==> config.mk <==
export PLATFORM = sky130hd
export DESIGN_NAME = lfu_slot_table_oldest_tiebreak_core
export DESIGN_NICKNAME = d
export VERILOG_FILES = /design/src/hdl/lfust_pkg.sv /design/src/hdl/lfust_ctrl.sv /design/src/hdl/lfust_dp.sv /design/src/hdl/lfu_slot_table_oldest_tiebreak_core.sv
export SDC_FILE = /design/constraint.sdc
export NUM_CORES = 1
export LEC_CHECK = 0
export BUFFER_PORTS_ARGS = -buffer_cell sky130_fd_sc_hd__buf_2
export CORE_MARGIN = 3
export CORE_UTILIZATION = 50
export CTS_CLUSTER_SIZE = 28
export DETAILED_ROUTE_END_ITERATION = 12
export PLACE_DENSITY = 0.66
export SKIP_LAST_GASP = 1
export SLEW_MARGIN = 10
export SYNTH_ARGS = -nofsm -noshare
export SYNTH_HDL_FRONTEND = slang
export SYNTH_HIERARCHICAL = 1
export SYNTH_SLANG_ARGS = --single-unit
==> constraint.sdc <==
create_clock -name clk -period 5 [get_ports clk]
set_clock_uncertainty 0.15 [all_clocks]
set_input_delay 1 -clock clk [delete_from_list [all_inputs] [get_ports clk]]
set_output_delay 1 -clock clk [all_outputs]
set_load 0.1 [all_outputs]
==> src/hdl/lfust_pkg.sv <==
// Package for the LFU slot table core: field widths, codes, state type,
// table entry layout and the controller/datapath command and status structs.
// No dependencies.
package lfust_pkg;

	localparam int ID_W     = 8;
	localparam int CNT_W    = 10;
	localparam int AGE_W    = 16;
	localparam int ACT_W    = 2;
	localparam int SLOT_W   = 4;
	localparam int CFG_W    = 5;
	localparam int PADDR_W  = 3;
	localparam int PDATA_W  = 32;

	localparam logic [CNT_W-1:0] CNT_MAX    = '1;
	localparam logic [AGE_W-1:0] AGE_MAX    = '1;
	localparam logic [CFG_W-1:0] ACTIVE_RST = CFG_W'(16);

	// scan start minimum: one above the largest count
	localparam logic [CNT_W:0] MIN_START = {1'b1, {CNT_W{1'b0}}};

	// register word index (paddr[2])
	localparam logic REG_ACTIVE = 1'b0;

	localparam logic [ACT_W-1:0] ACT_HIT    = 2'd0;
	localparam logic [ACT_W-1:0] ACT_FILL   = 2'd1;
	localparam logic [ACT_W-1:0] ACT_EVICT  = 2'd2;
	localparam logic [ACT_W-1:0] ACT_REJECT = 2'd3;

	typedef enum logic [1:0] {
		ST_IDLE,
		ST_SCAN,
		ST_DRAIN,
		ST_FINAL
	} lfust_state_t;

	typedef struct packed {
		logic [ID_W-1:0]  id;
		logic [CNT_W-1:0] count;
		logic [AGE_W-1:0] age;
	} lfust_entry_t;

	typedef struct packed {
		logic start;
		logic rd_en;
		logic finish;
	} lfust_cmd_t;

	typedef struct packed {
		logic in_zero;
		logic last_rd;
		logic out_free;
	} lfust_sts_t;

endpackage

==> src/hdl/lfust_ctrl.sv <==
// Controller of the LFU slot table core: sequences accept, table scan,
// drain and final update. Depends on lfust_pkg.
module lfust_ctrl (
	input  logic                 clk,
	input  logic                 arst_n,
	input  logic                 s_tvalid,
	output logic                 s_tready,
	input  lfust_pkg::lfust_sts_t sts_i,
	output lfust_pkg::lfust_cmd_t cmd_o
);
	import lfust_pkg::*;

	lfust_state_t state_q, state_d;

	always_ff @(posedge clk or negedge arst_n) begin
		if (!arst_n) begin
			state_q <= ST_IDLE;
		end else begin
			state_q <= state_d;
		end
	end

	always_comb begin
		state_d = state_q;
		case (state_q)
			ST_IDLE: begin
				if (s_tvalid) begin
					state_d = sts_i.in_zero ? ST_FINAL : ST_SCAN;
				end
			end
			ST_SCAN: begin
				if (sts_i.last_rd) begin
					state_d = ST_DRAIN;
				end
			end
			ST_DRAIN: begin
				state_d = ST_FINAL;
			end
			ST_FINAL: begin
				if (sts_i.out_free) begin
					state_d = ST_IDLE;
				end
			end
			default: begin
				state_d = ST_IDLE;
			end
		endcase
	end

	always_comb begin
		s_tready = 1'b0;
		cmd_o    = '0;
		case (state_q)
			ST_IDLE: begin
				s_tready     = 1'b1;
				cmd_o.start  = s_tvalid;
			end
			ST_SCAN: begin
				cmd_o.rd_en  = 1'b1;
			end
			ST_DRAIN: begin
			end
			ST_FINAL: begin
				cmd_o.finish = sts_i.out_free;
			end
			default: begin
			end
		endcase
	end

endmodule

==> src/hdl/lfust_dp.sv <==
// Datapath of the LFU slot table core: slot table memory with valid bits,
// scan for hit, first empty and eviction victim, aging write-back and the
// result register. Depends on lfust_pkg.
module lfust_dp #(
	parameter int SLOTS = 16
) (
	input  logic                           clk,
	input  logic                           arst_n,
	input  logic [lfust_pkg::CFG_W-1:0]    active_slots,
	input  logic [lfust_pkg::ID_W-1:0]     cand_id,
	input  lfust_pkg::lfust_cmd_t          cmd_i,
	output lfust_pkg::lfust_sts_t          sts_o,
	input  logic                           out_ready,
	output logic                           out_valid,
	output logic [lfust_pkg::ACT_W-1:0]    out_action,
	output logic [lfust_pkg::SLOT_W-1:0]   out_slot,
	output logic [lfust_pkg::ID_W-1:0]     out_evicted,
	output logic [lfust_pkg::CNT_W-1:0]    out_count
);
	import lfust_pkg::*;

	localparam int IW = (SLOTS > 1) ? $clog2(SLOTS) : 1;
	localparam int NW = $clog2(SLOTS + 1);

	lfust_entry_t     mem_q [SLOTS];
	logic [SLOTS-1:0] vld_q;

	logic [ID_W-1:0]  id_q;
	logic             rej_q;
	logic [NW-1:0]    n_q;
	logic [NW-1:0]    n_clamp;
	logic [IW-1:0]    rd_idx_q;

	logic             rdv_s1;
	logic [IW-1:0]    wb_idx_s1;
	lfust_entry_t     rd_ent_s1;
	logic             rd_vld_s1;

	logic             hit_q, emp_q;
	logic [IW-1:0]    hit_idx_q, emp_idx_q, min_idx_q;
	logic [CNT_W-1:0] hit_cnt_q;
	logic [AGE_W-1:0] hit_age_q, emp_age_q, min_age_q;
	logic [CNT_W:0]   min_cnt_q;
	logic [ID_W-1:0]  min_id_q;

	lfust_entry_t     ent;
	logic             occupied, is_hit, take_min;
	logic [AGE_W-1:0] aged_age, fill_age;
	logic [CNT_W-1:0] hit_new_cnt;

	logic             we;
	logic [IW-1:0]    wa;
	lfust_entry_t     wd;

	logic [ACT_W-1:0] fin_action;
	logic [IW-1:0]    fin_idx;
	lfust_entry_t     fin_ent;
	logic [CNT_W-1:0] fin_count;
	logic [ID_W-1:0]  fin_evicted;

	logic             out_valid_q;

	always_comb begin
		if (active_slots == '0) begin
			n_clamp = NW'(1);
		end else if (int'(active_slots) > SLOTS) begin
			n_clamp = NW'(SLOTS);
		end else begin
			n_clamp = NW'(active_slots);
		end
	end

	assign sts_o.in_zero  = (cand_id == '0);
	assign sts_o.last_rd  = ((NW'(rd_idx_q) + NW'(1)) == n_q);
	assign sts_o.out_free = !out_valid_q || out_ready;

	// entry read back, zero where never written
	assign ent      = rd_vld_s1 ? rd_ent_s1 : '0;
	assign occupied = (ent.id != '0);
	assign is_hit   = (ent.id == id_q);
	assign aged_age = (occupied && ent.age != AGE_MAX) ? ent.age + AGE_W'(1) : ent.age;
	assign take_min = ({1'b0, ent.count} < min_cnt_q) ||
	                  (({1'b0, ent.count} == min_cnt_q) && (min_age_q < ent.age));

	assign hit_new_cnt = (hit_cnt_q == CNT_MAX) ? hit_cnt_q : hit_cnt_q + CNT_W'(1);
	assign fill_age    = (emp_age_q == AGE_MAX) ? emp_age_q : emp_age_q + AGE_W'(1);

	always_comb begin
		fin_ent.id  = id_q;
		fin_evicted = '0;
		if (rej_q) begin
			fin_action    = ACT_REJECT;
			fin_idx       = '0;
			fin_ent.count = '0;
			fin_ent.age   = '0;
		end else if (hit_q) begin
			fin_action    = ACT_HIT;
			fin_idx       = hit_idx_q;
			fin_ent.count = hit_new_cnt;
			fin_ent.age   = hit_age_q;
		end else if (emp_q) begin
			fin_action    = ACT_FILL;
			fin_idx       = emp_idx_q;
			fin_ent.count = CNT_W'(1);
			fin_ent.age   = fill_age;
		end else begin
			fin_action    = ACT_EVICT;
			fin_idx       = min_idx_q;
			fin_ent.count = CNT_W'(1);
			fin_ent.age   = AGE_W'(1);
			fin_evicted   = min_id_q;
		end
		fin_count = fin_ent.count;
	end

	always_comb begin
		we = rdv_s1 || (cmd_i.finish && !rej_q);
		if (rdv_s1) begin
			wa     = wb_idx_s1;
			wd     = ent;
			wd.age = aged_age;
		end else begin
			wa = fin_idx;
			wd = fin_ent;
		end
	end

	always_ff @(posedge clk) begin
		if (cmd_i.rd_en) begin
			rd_ent_s1 <= mem_q[rd_idx_q];
			rd_vld_s1 <= vld_q[rd_idx_q];
		end
		if (we) begin
			mem_q[wa] <= wd;
		end
	end

	always_ff @(posedge clk or negedge arst_n) begin
		if (!arst_n) begin
			vld_q <= '0;
		end else if (we) begin
			vld_q[wa] <= 1'b1;
		end
	end

	always_ff @(posedge clk or negedge arst_n) begin
		if (!arst_n) begin
			rej_q    <= 1'b0;
			n_q      <= '0;
			rd_idx_q <= '0;
			rdv_s1   <= 1'b0;
		end else begin
			rdv_s1 <= cmd_i.rd_en;
			if (cmd_i.start) begin
				rej_q    <= sts_o.in_zero;
				n_q      <= n_clamp;
				rd_idx_q <= '0;
			end else if (cmd_i.rd_en) begin
				rd_idx_q <= IW'(rd_idx_q + IW'(1));
			end
		end
	end

	always_ff @(posedge clk) begin
		if (cmd_i.start) begin
			id_q <= cand_id;
		end
		if (cmd_i.rd_en) begin
			wb_idx_s1 <= rd_idx_q;
		end
	end

	always_ff @(posedge clk or negedge arst_n) begin
		if (!arst_n) begin
			hit_q     <= 1'b0;
			emp_q     <= 1'b0;
			min_cnt_q <= MIN_START;
		end else if (cmd_i.start) begin
			hit_q     <= 1'b0;
			emp_q     <= 1'b0;
			min_cnt_q <= MIN_START;
		end else if (rdv_s1) begin
			if (is_hit && !hit_q) begin
				hit_q <= 1'b1;
			end
			if (!occupied && !emp_q) begin
				emp_q <= 1'b1;
			end
			if (take_min) begin
				min_cnt_q <= {1'b0, ent.count};
			end
		end
	end

	always_ff @(posedge clk) begin
		if (rdv_s1) begin
			if (is_hit && !hit_q) begin
				hit_idx_q <= wb_idx_s1;
				hit_cnt_q <= ent.count;
				hit_age_q <= aged_age;
			end
			if (!occupied && !emp_q) begin
				emp_idx_q <= wb_idx_s1;
				emp_age_q <= ent.age;
			end
			if (take_min) begin
				min_idx_q <= wb_idx_s1;
				min_age_q <= ent.age;
				min_id_q  <= ent.id;
			end
		end
	end

	always_ff @(posedge clk or negedge arst_n) begin
		if (!arst_n) begin
			out_valid_q <= 1'b0;
		end else if (cmd_i.finish) begin
			out_valid_q <= 1'b1;
		end else if (out_ready) begin
			out_valid_q <= 1'b0;
		end
	end

	always_ff @(posedge clk) begin
		if (cmd_i.finish) begin
			out_action  <= fin_action;
			out_slot    <= SLOT_W'(fin_idx);
			out_evicted <= fin_evicted;
			out_count   <= fin_count;
		end
	end

	assign out_valid = out_valid_q;

	a_fin_after_drain: assert property (@(posedge clk) disable iff (!arst_n)
		cmd_i.finish |-> !rdv_s1 && !cmd_i.rd_en)
		else $error("final update overlaps table scan");

	a_rd_in_range: assert property (@(posedge clk) disable iff (!arst_n)
		cmd_i.rd_en |-> (NW'(rd_idx_q) < n_q))
		else $error("scan index beyond active slots");

	a_result_loaded: assert property (@(posedge clk) disable iff (!arst_n)
		cmd_i.finish |=> out_valid_q)
		else $error("result not presented after finish");

	a_hit_count: assert property (@(posedge clk) disable iff (!arst_n)
		(out_valid_q && out_action == ACT_HIT) |-> (out_count != '0))
		else $error("hit reported with zero count");

endmodule

==> src/hdl/lfu_slot_table_oldest_tiebreak_core.sv <==
// Top level of the LFU slot table core: APB register, controller and datapath.
// Depends on lfust_pkg, lfust_ctrl and lfust_dp.
//
// Each id on the input stream is looked up in a table of SLOTS entries, of
// which active_slots (clamped to 1..SLOTS) are scanned. It is counted as a
// hit, placed in the first empty slot, or replaces the slot with the lowest
// count, ties going to the oldest and then to the lowest index. One result
// per id. The table sits in a single-port-read memory that is read one entry
// per cycle, and the aging write-back rides along with that scan; an id of
// zero is rejected without touching the table. One item is worked on at a
// time; a finished result waits in the output register while the next id is
// taken.
module lfu_slot_table_oldest_tiebreak_core #(
	parameter int SLOTS = 16
) (
	input  logic                            clk,
	input  logic                            arst_n,
	// APB configuration
	input  logic                            psel,
	input  logic                            penable,
	input  logic                            pwrite,
	input  logic [lfust_pkg::PADDR_W-1:0]   paddr,
	input  logic [lfust_pkg::PDATA_W-1:0]   pwdata,
	output logic [lfust_pkg::PDATA_W-1:0]   prdata,
	output logic                            pready,
	// input stream
	input  logic                            s_tvalid,
	output logic                            s_tready,
	input  logic [7:0]                      s_tdata,  // [7:0] candidate_id
	// result stream
	output logic                            m_tvalid,
	input  logic                            m_tready,
	output logic [23:0]                     m_tdata,  // [3:0] slot, [11:4] evicted_id,
	                                                  // [21:12] hit_count, [23:22] zero
	output logic [1:0]                      m_tuser   // [1:0] action
);
	import lfust_pkg::*;

	logic [CFG_W-1:0]  active_q;
	lfust_cmd_t        cmd;
	lfust_sts_t        sts;
	logic [SLOT_W-1:0] res_slot;
	logic [ID_W-1:0]   res_evicted;
	logic [CNT_W-1:0]  res_count;

	assign pready = 1'b1;

	always_ff @(posedge clk or negedge arst_n) begin
		if (!arst_n) begin
			active_q <= ACTIVE_RST;
		end else if (psel && penable && pwrite && pready && paddr[2] == REG_ACTIVE) begin
			active_q <= pwdata[CFG_W-1:0];
		end
	end

	assign prdata = (paddr[2] == REG_ACTIVE) ? PDATA_W'(active_q) : '0;

	lfust_ctrl u_ctrl (
		.clk      (clk),
		.arst_n   (arst_n),
		.s_tvalid (s_tvalid),
		.s_tready (s_tready),
		.sts_i    (sts),
		.cmd_o    (cmd)
	);

	lfust_dp #(
		.SLOTS (SLOTS)
	) u_dp (
		.clk          (clk),
		.arst_n       (arst_n),
		.active_slots (active_q),
		.cand_id      (s_tdata[ID_W-1:0]),
		.cmd_i        (cmd),
		.sts_o        (sts),
		.out_ready    (m_tready),
		.out_valid    (m_tvalid),
		.out_action   (m_tuser),
		.out_slot     (res_slot),
		.out_evicted  (res_evicted),
		.out_count    (res_count)
	);

	assign m_tdata = {2'b00, res_count, res_evicted, res_slot};

endmodule

==> impl_metrics.py, run 1 <==
metrics = {
    "placement": {
        "post-place-ws_ns": 1.07,
        "place.gp.congestion": 0.845,
        "dpl.hpwl_um": 40400,
        "port_buffers": 51,
        "post_dp_cell_area_um2": 32000,
        "dp.cells": 2642,
    },
    "timing": {
        "period_minus_slack_ns": 3.97,
        "finalWorstSetupSlack_ns": 1.03,
        "slew_headroom": 0.230,
        "tightest_slew_ns": 1.16,
        "final_hold_viol_count": 0,
        "setup_tns_ns": 0,
        "rsz0062_at_grt": "false",
        "finalSetupViolations": 0,
        "max_freq_ghz": 0.252,
        "timing.final.crit_share": 0.793,
        "drv_slew": 0,
    },
    "clock_tree": {
        "cts_buffer_depth": 3,
        "root_buffer": "clkbuf_16",
        "path_clk_slew_ns": 0.06,
        "cts_setup_buffers": 0,
        "ctsHoldBuffers": 0,
        "numCtsBuffers": 77,
        "clk_latency_ns": 0.61,
        "postCtsResizedCells": 0,
        "cts_tree": "done",
        "htreeDepth": 3,
        "cts.sinks": 741,
    },
    "power": {
        "p_seq_frac": 0.436,
        "post-layout-total-power_mw": 21.5,
        "cellPowerDensity_nw_per_um2": 625,
        "p_leak_nw": 11.8,
        "swShare": 0.334,
        "p_int_mw": 14.3,
        "vdd_drop_max_v": 0.000350,
        "p_sw_mw": 7.19,
        "power_frac_comb": 0.302,
        "p_clk_frac": 0.261,
    },
    "synth": {
        "syn_inst": 1848,
        "synth_area_leaders": "edfxtp_1 (68%), mux4_2 (5.2%), mux2i_1 (4.0%)",
        "synth-seq-area-share": 0.722,
        "syn-cell-area_um2": 30500,
        "synth_area_per_cell_um2": 16.5,
        "synth_ff_type": "edfxtp_1",
        "synth_cell_types": 66,
        "yosysWarnings": 6,
        "async_flop_share": 0.0648,
        "synth_top_cell_area_share": 0.682,
        "synth_edf_count": 693,
        "yosys.area.top_type": "edfxtp_1",
        "synth-seq-cells": 741,
    },
    "status": {
        "status": "finished, final reports clean",
    },
    "die": {
        "initial_utilization": 0.511,
        "core_um2": 59700,
        "die_h_um": 253,
        "die_area_um2": 64000,
        "row_count": 89,
        "ios": 111,
        "die_x_um": 253,
    },
    "finish": {
        "final_nets": 2031,
        "n_antenna_cell": 0,
        "design_area_um2": 34400,
        "drive_above_1_share": 0.191,
        "fin_cells": 2776,
        "area_growth_pct": 12.9,
        "fillers": 4447,
    },
    "global_route": {
        "grt_usage": 0.227,
        "grt_pass1_vias": 16900,
        "grt_use_met2": 0.359,
        "grt_max_degree": 77,
        "grt_busiest_layer": "met2",
        "gr-total-overflow": 0,
        "gr-usage-met3": 0.0342,
        "grt_util_met1": 0.324,
        "grt_pass1_wl_um": 107000,
        "antenna_found_initial": 0,
    },
    "detailed_routing": {
        "drt_pass1_iterations": 5,
        "drc": 0,
        "avgRoutedWirePerCell_um": 25.9,
        "drtIter0Drc": 1561,
        "ant_nets": 0,
        "avgViaCountPerCell": 6.08,
        "vias": 16900,
        "postRouteWirelength_um": 71800,
    },
    "worst_setup_path": {
        "cp_max_fo": 19,
        "cp.arrival_ns": 4.06,
        "cp-end-kind": "register",
        "crit_end": "u_dp/mem_q[11][0]",
        "path_class": "register to register",
        "rr_worst_depth": 9,
        "r2r-start": "u_dp/rd_vld_s1",
        "cp-start-kind": "register",
        "regToRegSetupSlack_ns": 1.03,
        "cp.required_ns": 5.10,
        "critPathLaunch": "u_dp/rd_vld_s1",
        "r2r_end": "u_dp/mem_q[11][0]",
    },
    "hold_path": {
        "hold_path_class": "register to register",
    },
    "flow_run": {
        "cap_viol_max_count": 0,
    },
}
-- cells by family (layout without fill, tap and decap cells) --
kind of cell / count (synthesis) / count (layout) / share of synthesized area
and+or+nand+nor: 314 / 314 / 0.0514
buffers and inverters: 165 / 292 / 0.0248
muxes: 242 / 242 / 0.110
adders and majority gates: 33 / 33 / 0.0135
xor gates and xnor gates: 39 / 39 / 0.0117
AOI/OAI and AO/OA: 312 / 312 / 0.0662
other: 2 / 30 / 0.000246
DFF: 741 / 741 / 0.722
-- flip-flops by register name, indices dropped and copies added (netlist names), 5 cells and up --
signal / cells
u_dp/min_age_q: 16
u_dp/out_evicted: 8
u_dp/out_count: 10
u_dp/min_id_q: 8
u_dp/rd_ent_s1: 34
u_dp/n_q: 5
u_dp/hit_cnt_q: 10
u_dp/hit_age_q: 16
u_dp/vld_q: 16
u_dp/min_cnt_q: 11
active_q: 5
u_dp/mem_q: 544
u_dp/id_q: 8
u_dp/emp_age_q: 16
-- power groups by stage --
stage	logic, mW	clock network, mW	registers [mW]
final	6.51	5.62	9.39
after CTS	6.51	5.73	9.39
after floorplan	4.16	0	9.64
after detailed placement	6.49	0	9.51
after global placement	6.32	0	9.45
after global routing	7.03	6.00	9.47
-- metrics by stage --
stage / hold WS (ns) / util
finish: 0.314 / 0.577
CTS: 0.317 / 0.577
global placement: 0.301 / 0.536
global route: 0.334 / 0.577
floorplan: 0.284 / -
detailed placement: 0.303 / 0.536
-- per-layer routing --
layer  up-vias  share of wire
li1       7390              -
met1      8693           0.43
met3       126          0.069
met2       668           0.47
met4         0          0.029
met5         -              0
-- how the worst min path moves through the flow --
stage               depth (start not counted)  slack, ns     startpoint       endpoint
finish                                      1       0.31  u_dp/vld_q[3]  u_dp/vld_q[3]
global route                                1       0.33  u_dp/vld_q[6]  u_dp/vld_q[6]
global placement                            1       0.30  u_dp/vld_q[6]  u_dp/vld_q[6]
CTS                                         1       0.32  u_dp/vld_q[3]  u_dp/vld_q[3]
detailed placement                          1       0.30  u_dp/vld_q[3]  u_dp/vld_q[3]
floorplan                                   1       0.28  u_dp/vld_q[2]  u_dp/vld_q[2]
-- worst max-delay path, cell delays in order, from the launching register on --
cell,delay (ns)
edfxtp_1,0.86
nand2_1,0.22
inv_1,0.16
ha_1,0.17
nand2_1,0.12
or4_1,0.62
o21ai_4,0.40
xnor2_1,0.20
nand2_1,0.08
o21ai_1,0.61
-- Yosys cell counts (12+ instances only) --
| cell type | n |
|---|---|
| o21ai_0 | 110 |
| clkbuf_1 | 57 |
| edfxtp_1 | 693 |
| mux4_2 | 70 |
| inv_1 | 52 |
| buf_4 | 31 |
| a22oi_1 | 37 |
| a21oi_1 | 58 |
| nand2_1 | 114 |
| dfrtp_1 | 46 |
| buf_2 | 16 |
| mux2_2 | 50 |
| nor3_1 | 15 |
| mux2i_1 | 122 |
| nand3_1 | 30 |
| and2_1 | 29 |
| a221oi_1 | 36 |
| ha_1 | 33 |
| xnor2_1 | 31 |
| nor2_1 | 57 |
| nand4_1 | 12 |
-- cell usage in the layout (no fill, tap or decap), types with 16 or more instances in the layout --
cell type | netlist | routed
clkbuf_16 | 0 | 78
o21ai_0 | 110 | 109
nor2_4 | 0 | 16
nand2_1 | 114 | 114
conb_1 | 2 | 30
a221oi_1 | 36 | 36
edfxtp_1 | 693 | 693
dfrtp_1 | 46 | 41
mux2_2 | 50 | 50
nor2_1 | 57 | 41
mux4_2 | 70 | 70
and2_1 | 29 | 28
buf_2 | 16 | 51
buf_4 | 31 | 42
a21oi_1 | 58 | 58
inv_1 | 52 | 52
a22oi_1 | 37 | 37
nand3_1 | 30 | 30
mux2i_1 | 122 | 122
ha_1 | 33 | 32
xnor2_1 | 31 | 31
-- cell type report --
type	count	area [um2]	share of cell area
Timing Repair Buffer	105	811	0.0235
Multi-Input combinational cell	970	7970	0.231
Clock inverter	39	412	0.0120
Inverter	53	199	0.00578
Clock buffer	95	2060	0.0597
Tap cell	773	967	0.0281
Sequential cell	741	22000	0.640
Note: power is estimated with default switching activity, not from simulation.
==> run 2, diff against run 1 <==
ABC_AREA = 1   (was default)
clock period = 3.6 ns   (was 5 ns; I/O delays follow)
==> run 2 against run 1 <==
  * Fmax rose by 22%
  * Final area rose by 1.3%
  * Synthesized area rose by 0.97%
  * Hold slack got worse by 0.27 ns
  * Die area rose by 0.95%
  * Critical path type unchanged
==> impl_metrics.py, run 2 <==
metrics = {
    "status": {
        "status": "finished, final reports clean",
    },
    "timing": {
        "slew_headroom": 0.321,
        "max_freq_ghz": 0.307,
        "final_hold_viol_count": 0,
        "timing.final.crit_share": 0.906,
        "drv_slew": 0,
        "period_minus_slack_ns": 3.26,
        "tightest_slew_ns": 1.02,
        "finalSetupViolations": 0,
        "rsz0062_at_grt": "false",
        "setup_tns_ns": 0,
    },
    "worst_setup_path": {
        "r2r-start": "u_dp/rd_vld_s1",
        "critPathMaxStageDelay_ns": 0.41,
        "cp-end-kind": "register",
        "r2r_end": "u_dp/mem_q[3][1]",
        "cp.required_ns": 3.62,
        "crit_path_cell_trace": "nand2_1, inv_1, ha_1, inv_1, nor3_2, inv_1, nor2_2, nand3_1, nand2_4, inv_2, nand2_1, o21ai_2, nand2_1, nand2_1",
        "critical_path.top_delay_family": "simple AND/OR/NAND/NOR gates",
        "rr_worst_depth": 14,
        "crit_path_top_delay_cell": "nand2_1",
        "cpMostUsedCell": "nand2_1",
        "cp.depth": 14,
        "path_class": "register to register",
        "cp-start-kind": "register",
        "cp_num_buf_inv": 4,
        "cp_max_fo": 22,
        "cp.arrival_ns": 3.28,
        "regToRegSetupSlack_ns": 0.34,
    },
    "detailed_routing": {
        "drtIter0Drc": 2411,
        "avgRoutedWirePerCell_um": 22.3,
        "postRouteWirelength_um": 77800,
        "avgViaCountPerCell": 5.84,
        "vias": 20300,
        "ant_nets": 0,
        "drt_pass1_iterations": 6,
        "drc": 0,
    },
    "finish": {
        "largest_reg_flops": 544,
        "top_regs": "u_dp/mem_q: 544 flops, u_dp/rd_ent_s1: 34 flops",
        "drive_above_1_share": 0.116,
        "design_area_um2": 34900,
        "mostFrequentLayoutCell": "edfxtp_1",
        "mostFrequentLayoutCells": "edfxtp_1 (693), nand2_1 (497), o21ai_0 (254)",
        "area_growth_pct": 13.3,
        "fillers": 4714,
        "ff_latch_area_um2": 22000,
        "fin_cells": 3485,
        "multi_input_area_um2": 7620,
        "top_register": "u_dp/mem_q",
        "final_nets": 2725,
        "n_antenna_cell": 0,
    },
    "synth": {
        "netlist_top_cells_count": "edfxtp_1 (693), nand2_1 (499), o21ai_0 (256)",
        "synth_edf_count": 693,
        "yosys.area_share.xor_xnor": 0.00512,
        "synth_ff_type": "edfxtp_1",
        "synth_area_leaders": "edfxtp_1 (68%), nand2_1 (6.1%), o21ai_0 (4.2%)",
        "synth_top_cell_area_share": 0.676,
        "synth_area_per_cell_um2": 12.1,
        "post-synth-top-count-cell": "edfxtp_1",
        "synth-seq-area-share": 0.715,
        "synth_top_family_by_area": "simple AND/OR/NAND/NOR gates",
        "synth-adder-area-share": 0.0134,
        "syn-cell-area_um2": 30800,
        "synthMuxAreaShare": 0,
        "synth-compound-area-share": 0.0929,
        "async_flop_share": 0.0648,
        "yosys.area.top_type": "edfxtp_1",
        "yosysWarnings": 6,
        "synth-seq-cells": 741,
        "synth_cell_types": 50,
        "yosys.area_share.simple": 0.128,
        "syn_inst": 2553,
    },
    "clock_tree": {
        "ctsHoldBuffers": 0,
        "clk_latency_ns": 0.62,
        "cts_buffer_depth": 3,
        "numCtsBuffers": 75,
        "path_clk_slew_ns": 0.06,
        "cts.sinks": 741,
        "postCtsResizedCells": 0,
        "cts_tree": "done",
        "htreeDepth": 3,
        "cts_setup_buffers": 0,
        "root_buffer": "clkbuf_16",
    },
    "die": {
        "ios": 111,
        "die_h_um": 254,
        "die_x_um": 254,
        "core_um2": 60600,
        "initial_utilization": 0.508,
        "die_area_um2": 64600,
        "row_count": 90,
    },
    "global_route": {
        "grt_max_degree": 129,
        "gr-total-overflow": 0,
        "grt_usage": 0.242,
        "grt_pass1_vias": 19700,
        "antenna_found_initial": 0,
        "grt_pass1_wl_um": 117000,
    },
    "flow_run": {
        "cap_viol_max_count": 0,
    },
    "placement": {
        "dp.cells": 3347,
        "port_buffers": 51,
        "dpl.hpwl_um": 46200,
        "place.gp.congestion": 0.885,
        "post_dp_cell_area_um2": 32400,
    },
    "hold_path": {
        "hold_path_class": "input pin to asynchronous set/reset pin",
    },
    "power": {
        "p_seq_frac": 0.422,
        "power_frac_comb": 0.329,
        "p_clk_frac": 0.248,
        "swShare": 0.373,
        "cellPowerDensity_nw_per_um2": 893,
        "p_int_mw": 19.5,
        "p_sw_mw": 11.6,
        "vdd_drop_max_v": 0.000486,
        "p_leak_nw": 12.9,
    },
}
[run 2: how the worst max path moves through the flow]
stage	startpoint	endpoint
global route	u_dp/rd_vld_s1	u_dp/mem_q[5][1]
CTS	u_dp/rd_vld_s1	u_dp/mem_q[0][1]
floorplan	u_dp/out_valid	u_dp/mem_q[6][0]
finish	u_dp/rd_vld_s1	u_dp/mem_q[3][1]
global placement	u_dp/rd_vld_s1	u_dp/mem_q[12][2]
detailed placement	u_dp/rd_vld_s1	u_dp/mem_q[1][1]
[run 2: logic make-up (layout without fill, tap and decap cells)]
family,count (synthesis),count (layout)
buf+inv,323,445
compound gates,499,499
simple gates,937,937
flops,741,741
fa+ha+maj,33,33
other cells,2,30
xor+xnor,18,18
[run 2: layout make-up]
class / instances / area share
inverters: 165 / 0.0180
well taps: 782 / 0.0280
clock inverters: 46 / 0.0142
flip-flops and latches: 741 / 0.631
clock buffers: 92 / 0.0565
repair buffers: 142 / 0.0341
multi-input cells: 1517 / 0.218
[run 2: per-stage QoR]
stage	hold slack (ns)	power, mW	utilization	setup slack (ns)
after CTS	0.0423	31.2	0.576	0.429
final	0.0398	31.2	0.576	0.338
after detailed placement	0.295	23.4	0.535	0.439
after floorplan	0.270	19.5	-	-0.454
after global routing	0.0778	32.7	0.576	0.155
after global placement	0.292	23.1	0.535	0.598
[run 2: metal layers]
metal	wire length (um)	global-route usage	vias up
met5	0	0	-
met4	1970	0.0813	0
met3	7140	0.0399	138
met2	36800	0.389	944
met1	31900	0.340	9984
li1	-	-	9278
[run 2: power groups by stage]
stage,combinational [mW],clock [mW],sequential (mW)
2_1_floorplan,6.00,0,13.5
3_3_place_gp,9.82,0,13.3
3_5_place_dp,10.1,0,13.3
4_1_cts,10.2,7.86,13.2
5_1_grt,11.2,8.19,13.3
6_report,10.3,7.74,13.2
